`src/igpl_pkg.sv`:
```
// Shared types and constants for the imbalance gated profit lock unit.
package igpl_pkg;

	// Configuration port geometry
	localparam int unsigned CFG_IDX_W  = 8;
	localparam int unsigned CFG_DATA_W = 16;

	// Configuration register indexes
	typedef enum logic [CFG_IDX_W-1:0] {
		CFG_ARM_RATIO      = 8'd0,
		CFG_GIVEBACK_RATIO = 8'd1,
		CFG_LOCK_RATIO     = 8'd2,
		CFG_HOSTILE_LEVEL  = 8'd3
	} cfg_reg_t;

	// Register reset values
	localparam logic [15:0] ARM_RATIO_RST      = 16'd256;
	localparam logic [15:0] GIVEBACK_RATIO_RST = 16'd102;
	localparam logic [15:0] LOCK_RATIO_RST     = 16'd128;
	localparam logic [15:0] HOSTILE_LEVEL_RST  = 16'd22938;

	// Widths of the internal arithmetic
	localparam int unsigned PRICE_W = 32;
	localparam int unsigned PROD_W  = 49;  // Q8.8 ratio times 32-bit signed tick count
	localparam int unsigned OFF_W   = 41;  // rounded lock offset
	localparam int unsigned LOCK_W  = 42;  // peak plus or minus offset
	localparam int unsigned ENTRY_W = 34;
	localparam int unsigned GAIN_W  = 40;

	// One sample after the input register, with its ratio products done
	typedef struct packed {
		logic                      first;
		logic                      last;
		logic                      long_side;
		logic signed [PRICE_W-1:0] bid;
		logic signed [PRICE_W-1:0] ask;
		logic [15:0]               imb;
		logic signed [PRICE_W-1:0] fav;
		logic                      pos_ok;     // risk and ATR of the position both positive
		logic signed [PROD_W-1:0]  arm_prod;   // arm_ratio * risk
		logic signed [PROD_W-1:0]  give_prod;  // giveback_ratio * atr
		logic signed [OFF_W-1:0]   lock_off;   // (lock_ratio * atr + 128) >> 8
	} item_t;

	// One result for a closed position
	typedef struct packed {
		logic signed [GAIN_W-1:0] gain;
		logic                     hit;
		logic                     usable;
	} result_t;

endpackage

```
`src/igpl_core.sv`:
```
// Position state and the single-pass tracking update for one sample.
module igpl_core (
	input  logic                clk,
	input  logic                arst_n,
	input  logic                fire,
	input  igpl_pkg::item_t     item,
	input  logic [15:0]         hostile_level,
	output logic                res_valid,
	output igpl_pkg::result_t   res
);

	// Position state
	logic                                     armed_q, locked_q, hit_q, done_q;
	logic                                     side_q;
	logic signed [igpl_pkg::PRICE_W-1:0]      peak_q;
	logic signed [igpl_pkg::LOCK_W-1:0]       lock_q;
	logic signed [igpl_pkg::ENTRY_W-1:0]      entry_q;

	// State as seen by this sample after a possible restart
	logic                                     side_c, armed_c, locked_c, hit_c;
	logic signed [igpl_pkg::PRICE_W-1:0]      peak_c;
	logic signed [igpl_pkg::LOCK_W-1:0]       lock_c;

	// Next state
	logic                                     armed_n, locked_n, hit_n, cnt_n;
	logic signed [igpl_pkg::PRICE_W-1:0]      peak_n;
	logic signed [igpl_pkg::LOCK_W-1:0]       lock_n;
	logic signed [igpl_pkg::ENTRY_W-1:0]      entry_n;

	// Tracking terms
	logic                                     live, active, reach, newly, hostile, trig;
	logic                                     better, tighter, through, usable;
	logic signed [igpl_pkg::PRICE_W-1:0]      px;
	logic signed [igpl_pkg::PRICE_W:0]        give;
	logic signed [igpl_pkg::LOCK_W-1:0]       lv;
	logic signed [igpl_pkg::LOCK_W:0]         gain_raw;
	logic signed [igpl_pkg::GAIN_W-1:0]       gain_sat;

	// Restart view, sample count and entry price
	always_comb begin
		live     = item.first | ~done_q;
		side_c   = item.first ? item.long_side : side_q;
		armed_c  = item.first ? 1'b0 : armed_q;
		locked_c = item.first ? 1'b0 : locked_q;
		hit_c    = item.first ? 1'b0 : hit_q;
		peak_c   = item.first ? '0 : peak_q;
		lock_c   = item.first ? '0 : lock_q;
		cnt_n    = item.first ? 1'b0 : 1'b1;
		if (item.first) begin
			entry_n = item.long_side
				? igpl_pkg::ENTRY_W'(item.bid) - igpl_pkg::ENTRY_W'(item.fav)
				: igpl_pkg::ENTRY_W'(item.ask) + igpl_pkg::ENTRY_W'(item.fav);
		end else begin
			entry_n = entry_q;
		end
	end

	// Arm, peak, lock and hit update
	always_comb begin
		active  = live & item.pos_ok & ~hit_c;
		reach   = $signed({{9{item.fav[igpl_pkg::PRICE_W-1]}}, item.fav, 8'h00})
			>= item.arm_prod;
		newly   = reach & ~armed_c;
		px      = side_c ? item.bid : item.ask;
		better  = side_c ? (px > peak_c) : (px < peak_c);
		hostile = side_c ? ({1'b0, item.imb} <= {1'b0, hostile_level})
			: ({1'b0, item.imb} >= (17'h10000 - {1'b0, hostile_level}));

		armed_n  = armed_c;
		peak_n   = peak_c;
		lock_n   = lock_c;
		locked_n = locked_c;
		hit_n    = hit_c;
		give     = '0;
		lv       = '0;
		trig     = 1'b0;
		tighter  = 1'b0;
		through  = 1'b0;

		if (active) begin
			armed_n = armed_c | reach;
			if (armed_n) begin
				if (newly || better) begin
					peak_n = px;
				end
				give = side_c ? (($bits(give))'(peak_n) - ($bits(give))'(px))
					: (($bits(give))'(px) - ($bits(give))'(peak_n));
				trig = hostile
					&& ($signed({{8{give[igpl_pkg::PRICE_W]}}, give, 8'h00})
					>= item.give_prod);
				lv = side_c
					? igpl_pkg::LOCK_W'(peak_n) - igpl_pkg::LOCK_W'(item.lock_off)
					: igpl_pkg::LOCK_W'(peak_n) + igpl_pkg::LOCK_W'(item.lock_off);
				tighter = side_c ? (lv > lock_c) : (lv < lock_c);
				if (trig && (!locked_c || tighter)) begin
					lock_n = lv;
				end
				locked_n = locked_c | trig;
				through  = locked_n
					&& (side_c ? (igpl_pkg::LOCK_W'(item.bid) <= lock_n)
					: (igpl_pkg::LOCK_W'(item.ask) >= lock_n));
				hit_n = hit_c | through;
			end
		end
	end

	// Result for the last sample
	always_comb begin
		usable   = cnt_n & item.pos_ok;
		gain_raw = side_c
			? ($bits(gain_raw))'(lock_n) - ($bits(gain_raw))'(entry_n)
			: ($bits(gain_raw))'(entry_n) - ($bits(gain_raw))'(lock_n);
		// clamp to the 40-bit signed range
		if (gain_raw > $signed(($bits(gain_raw))'({1'b0,
				{(igpl_pkg::GAIN_W-1){1'b1}}}))) begin
			gain_sat = {1'b0, {(igpl_pkg::GAIN_W-1){1'b1}}};
		end else if (gain_raw < ($bits(gain_raw))'(signed'({1'b1,
				{(igpl_pkg::GAIN_W-1){1'b0}}}))) begin
			gain_sat = {1'b1, {(igpl_pkg::GAIN_W-1){1'b0}}};
		end else begin
			gain_sat = gain_raw[igpl_pkg::GAIN_W-1:0];
		end

		res_valid  = live & item.last;
		res.usable = usable;
		res.hit    = usable & hit_n;
		if (!usable) begin
			res.gain = '0;
		end else if (hit_n) begin
			res.gain = gain_sat;
		end else begin
			res.gain = igpl_pkg::GAIN_W'(item.fav);
		end
	end

	// State registers
	always_ff @(posedge clk or negedge arst_n) begin
		if (!arst_n) begin
			armed_q   <= 1'b0;
			locked_q  <= 1'b0;
			hit_q     <= 1'b0;
			done_q    <= 1'b1;
			side_q    <= 1'b0;
			peak_q    <= '0;
			lock_q    <= '0;
			entry_q   <= '0;
		end else if (fire && live) begin
			armed_q   <= armed_n;
			locked_q  <= locked_n;
			hit_q     <= hit_n;
			done_q    <= item.last;
			side_q    <= side_c;
			peak_q    <= peak_n;
			lock_q    <= lock_n;
			entry_q   <= entry_n;
		end
	end

endmodule

```
`config.mk`:
```
export PLATFORM = sky130hd
export DESIGN_NAME = igpl_core
export DESIGN_NICKNAME = d
export VERILOG_FILES = /design/src/igpl_pkg.sv /design/src/igpl_core.sv
export SDC_FILE = /design/constraint.sdc
export NUM_CORES = 2
export LEC_CHECK = 0
export BUFFER_PORTS_ARGS = -buffer_cell sky130_fd_sc_hd__buf_2
export CAP_MARGIN = 20
export CELL_PAD_IN_SITES_DETAIL_PLACEMENT = 2
export CELL_PAD_IN_SITES_GLOBAL_PLACEMENT = 2
export CORE_MARGIN = 8
export CORE_UTILIZATION = 35
export CTS_CLUSTER_DIAMETER = 40
export DETAILED_ROUTE_END_ITERATION = 6
export GPL_TIMING_DRIVEN = 0
export PLACE_DENSITY = 0.84
export SYNTH_ARGS = -nofsm -noshare
export SYNTH_HDL_FRONTEND = slang
export SYNTH_SLANG_ARGS = --single-unit
```
`constraint.sdc`:
```
create_clock -name clk -period 36.8 [get_ports clk]
set_input_delay 7.36 -clock clk [delete_from_list [all_inputs] [get_ports clk]]
set_output_delay 7.36 -clock clk [all_outputs]
set_load 0.02 [all_outputs]
```
==> PnR_summary.wiki <==
{| class="wikitable"
! Metric !! Value
|-
| Minimum period implied by the final worst setup slack || 36,100 ps
|-
| Register bit count reported by yosys || 113
|-
| Port bufs || 315
|-
| Fraction of synthesized cell area in xor and xnor cells || 6.37%
|-
| Global-route wire length before repair || 223 mm
|-
| Number of remaining DRC errors || 0
|-
| Cell area power density || 87.8 nW/µm²
|-
| Filler-free cell count of the finished design || 5,484
|-
| Multiplexer fraction of the synthesized cell area || 3.13%
|-
| Boundary pin count || 317
|-
| Final setup violation count || 0
|-
| Number of failing hold endpoints at the final stage || 0
|-
| Placement Rows || 105
|-
| Library cell appearing most often on the critical path || sky130_fd_sc_hd__clkbuf_1
|-
| Maximum capacitance violations || 0
|-
| ANT nets after route || 0
|-
| Reg clk slew, reported paths || 70 ps
|-
| Largest fanout on the critical path || 12
|-
| Required time reported for the critical path endpoint || 29,440 ps
|-
| Critical path's largest stage delay || 880 ps
|-
| Share of flip-flops with an asynchronous set or reset after synthesis || 100%
|-
| Main combinational cell family by area after synthesis || compound AO/OA/AOI/OAI gates
|-
| Result of the run || complete, no violations
|-
| DRC marker count from the first detailed-route iteration || 2,414
|-
| Area of combinational cells with multiple inputs || 24,000 µm²
|-
| Hold wc startpoint || lock_q[15]
|-
| Capture endpoint of the worst hold path || lock_q[15]
|-
| Final-layout fill cell count || 9,896
|-
| Setup slack of the worst register-to-register path || 16,160 ps
|-
| Number of enable-type register cells in the synthesized netlist || 0
|-
| Static leakage || 0.0158 µW
|-
| Final period util || 98.1%
|-
| Area of the die || 91,900 µm²
|-
| Sequential fraction of the synthesis area || 9.81%
|-
| Pre-Repair DR Iteration Count || 5
|-
| Cells on worst reg2reg path || 58
|-
| Via total after detailed routing || 33,600
|-
| Antenna violations before repair || 7
|-
| Routed wire per std cell || 27.5 µm
|-
| Beginning of the worst register-to-register path || side_q
|-
| Pin count of the biggest net entering global routing || 60
|-
| Total Negative Setup Slacks || 0 ps
|-
| Compound-gate portion of the synthesized area || 31.2%
|-
| Final clock skew || 11.8 ps
|-
| Adder-cell area share of the yosys netlist || 22.9%
|-
| Class of the most critical hold timing path || reg -> reg
|-
| Worst relative slew slack || 10.7%
|-
| Data arrival time of the critical path || 28,740 ps
|-
| Clock latency reported for the late side of the worst-skew pair || 470 ps
|-
| Average size of a mapped cell || 7.13 µm²
|-
| Unique masters post-synth || 105
|-
| Root buf cell || sky130_fd_sc_hd__clkbuf_16
|-
| Die Span X || 303 µm
|-
| Vias in the first global route || 35,900
|-
| Post-synthesis instance area || 28,900 µm²
|-
| Instance count along the most critical hold path || 2
|-
| Area fraction in and, or, nand and nor cells after synthesis || 19.4%
|-
| Storage cell area || 2830 µm²
|-
| Maximum achievable frequency || 27.7 MHz
|-
| Clock buffer depth || 2
|-
| Via density per instance || 6.13
|-
| CTS Buf Count || 17
|-
| Predominant post-synthesis flop cell || sky130_fd_sc_hd__dfrtp_1
|-
| Total instance count after detailed placement || 5,450
|-
| Critical Path End Type || primary output
|-
| Layout cell share with drive strength beyond 1 || 10.3%
|-
| Transition time at the pin with the least slew margin || 1330 ps
|-
| Remaining global-route overflow || 0
|-
| Slowest CP cell || sky130_fd_sc_hd__o311ai_0
|-
| Largest vdd supply drop || 0.0000603 V
|-
| Max Slew Vio Count || 0
|-
| Setup repair after global routing missed its margin || false
|-
| Die outline height || 303 µm
|-
| Worst-case hold slack || 479 ps
|-
| End of the worst register-to-register path || hit_q
|-
| CTS tree || built
|-
| Fin nets || 5,194
|-
| # H-tree levels || 4
|-
| Net count of the mapped netlist || 4,843
|-
| Half-perimeter wire length of the detailed placement result || 129 mm
|-
| Kind of start point of the critical path || input pin
|-
| Area growth, synth to finish || 13.5%
|-
| Number of warnings issued by yosys || 0
|-
| Instance count of the mapped netlist || 4,047
|-
| Std-Cell Core Area || 81,800 µm²
|-
| Category of the most critical setup path || in -> out
|-
| Combined global-route utilization of all metal layers || 31.7%
|-
| Post-Route WL || 151 mm
|-
| CTS sink count || 113
|-
| Effective utilization at floorplan || 35.2%
|-
| GP Congestion || 0.965
|}
==> routing by layer <==
layer / global-route usage, % / vias to the layer above / part of all wire [%]
met1: 40.3 / 16900 / 43
met4: 15.7 / 0 / 5.6
met5: 0 / - / 0
met3: 3.28 / 271 / 5.5
li1: - / 15400 / -
met2: 53.3 / 1042 / 46
==> flip-flops by register name, summed over array words and instances, names as in the netlist <==
| signal | flops |
|---|---|
| armed_q | 1 |
| done_q | 1 |
| entry_q | 34 |
| hit_q | 1 |
| lock_q | 42 |
| locked_q | 1 |
| peak_q | 32 |
| side_q | 1 |
==> critical path: cells and delay by family <==
kind                       cells  cell delay (ps)
adders and majority gates      4             1200
and+or+nand+nor               18             5220
AOI/OAI and AO/OA             23             7840
xor gates and xnor gates       1              510
muxes                          4             1340
buffers and inverters         15             5180
==> kinds of logic (layout without fill, tap and decap cells) <==
group | count (synthesis) | count (layout)
compound gates | 1400 | 1400
simple gates | 1169 | 1169
mux | 88 | 88
buf+inv | 544 | 906
xor+xnor | 209 | 209
flops | 113 | 113
other cells | 0 | 5
fa+ha+maj | 524 | 524
==> cells in the mapped netlist, types with 37 or more instances <==
library cell | instances | area (µm²)
sky130_fd_sc_hd__o21bai_1 | 56 | 420
sky130_fd_sc_hd__nor2b_1 | 68 | 425
sky130_fd_sc_hd__ha_1 | 516 | 6460
sky130_fd_sc_hd__nand2_1 | 398 | 1490
sky130_fd_sc_hd__nor3_1 | 77 | 385
sky130_fd_sc_hd__a21o_1 | 160 | 1200
sky130_fd_sc_hd__o21ai_0 | 296 | 1480
sky130_fd_sc_hd__nor2_1 | 262 | 983
sky130_fd_sc_hd__inv_1 | 375 | 1410
sky130_fd_sc_hd__a211oi_1 | 51 | 383
sky130_fd_sc_hd__a21boi_0 | 37 | 278
sky130_fd_sc_hd__nand3_1 | 71 | 355
sky130_fd_sc_hd__nand2b_1 | 48 | 300
sky130_fd_sc_hd__a22o_1 | 43 | 377
sky130_fd_sc_hd__mux2i_1 | 74 | 741
sky130_fd_sc_hd__xnor2_1 | 141 | 1230
sky130_fd_sc_hd__dfrtp_1 | 112 | 2800
sky130_fd_sc_hd__xor2_1 | 67 | 587
sky130_fd_sc_hd__a21oi_1 | 441 | 2210
sky130_fd_sc_hd__nand4_1 | 79 | 494
sky130_fd_sc_hd__clkbuf_1 | 128 | 480
==> through the flow <==
stage	total power (µW)	util, %	worst slack (ps)	area (µm²)
2_1_floorplan	1790	-	5830	28900
3_3_place_gp	2480	38.8	-1720	31800
3_5_place_dp	2590	39.1	-1890	32000
4_1_cts	2820	39.9	141	32700
5_1_grt	3080	40.0	34.5	32700
6_report	2870	40.0	698	32700
==> worst max path at each step <==
stage / slack, ps / start / to
floorplan: 5830 / item[254] / res[37]
global placement: -1720 / item[252] / res[17]
detailed placement: -1890 / item[254] / res[17]
CTS: 140 / item[252] / res[17]
global route: 30 / item[252] / res[9]
finish: 700 / item[252] / res[17]
==> final cells by class <==
cell class | count | area share, %
multi-input cells | 3390 | 73.2
flip-flops and latches | 113 | 8.64
repair buffers | 336 | 5.72
inverters | 379 | 4.34
well taps | 1070 | 4.09
plain buffers | 161 | 2.03
clock buffers | 19 | 1.38
clock inverters | 11 | 0.569
diodes | 5 | 0.0382
==> placed cells by master (no fill, tap or decap), types with 12 or more instances in the layout <==
| cell type | n |
|---|---|
| sky130_fd_sc_hd__clkbuf_1 | 120 |
| sky130_fd_sc_hd__a211oi_1 | 51 |
| sky130_fd_sc_hd__a21o_1 | 160 |
| sky130_fd_sc_hd__clkbuf_16 | 17 |
| sky130_fd_sc_hd__nand4_1 | 79 |
| sky130_fd_sc_hd__nand2_1 | 398 |
| sky130_fd_sc_hd__buf_1 | 19 |
| sky130_fd_sc_hd__mux2i_1 | 74 |
| sky130_fd_sc_hd__o31ai_1 | 34 |
| sky130_fd_sc_hd__and2_1 | 32 |
| sky130_fd_sc_hd__nor4_1 | 20 |
| sky130_fd_sc_hd__nand3_1 | 71 |
| sky130_fd_sc_hd__and3_1 | 20 |
| sky130_fd_sc_hd__o211ai_1 | 31 |
| sky130_fd_sc_hd__xnor2_1 | 141 |
| sky130_fd_sc_hd__xor2_1 | 67 |
| sky130_fd_sc_hd__ha_1 | 516 |
| sky130_fd_sc_hd__nor2_1 | 262 |
| sky130_fd_sc_hd__a22o_1 | 43 |
| sky130_fd_sc_hd__buf_8 | 12 |
| sky130_fd_sc_hd__inv_1 | 375 |
| sky130_fd_sc_hd__a21boi_0 | 37 |
| sky130_fd_sc_hd__o2bb2ai_1 | 25 |
| sky130_fd_sc_hd__nor2b_1 | 68 |
| sky130_fd_sc_hd__o21bai_1 | 56 |
| sky130_fd_sc_hd__or3_1 | 29 |
| sky130_fd_sc_hd__dfrtp_1 | 112 |
| sky130_fd_sc_hd__a21oi_1 | 440 |
| sky130_fd_sc_hd__nand2b_1 | 48 |
| sky130_fd_sc_hd__o21ai_0 | 294 |
| sky130_fd_sc_hd__or2_2 | 14 |
| sky130_fd_sc_hd__or4_1 | 13 |
| sky130_fd_sc_hd__a31oi_1 | 36 |
| sky130_fd_sc_hd__buf_2 | 322 |
| sky130_fd_sc_hd__nor3_1 | 76 |
| sky130_fd_sc_hd__o21a_1 | 34 |
==> power by group <==
group	internal (µW)	switching [µW]
sequential	166	27.5
clock	123	79.7
combinational	864	1610
total	1150	1720
==> timing repair <==
item                                    4_1_cts  5_1_grt
endpoints found under the setup margin       40       40
hold buffers                                  0        0
setup buffers                                 1        0
pin swaps                                     1        0
resized for setup                             9       13
Power figures use the tool's default switching activity.
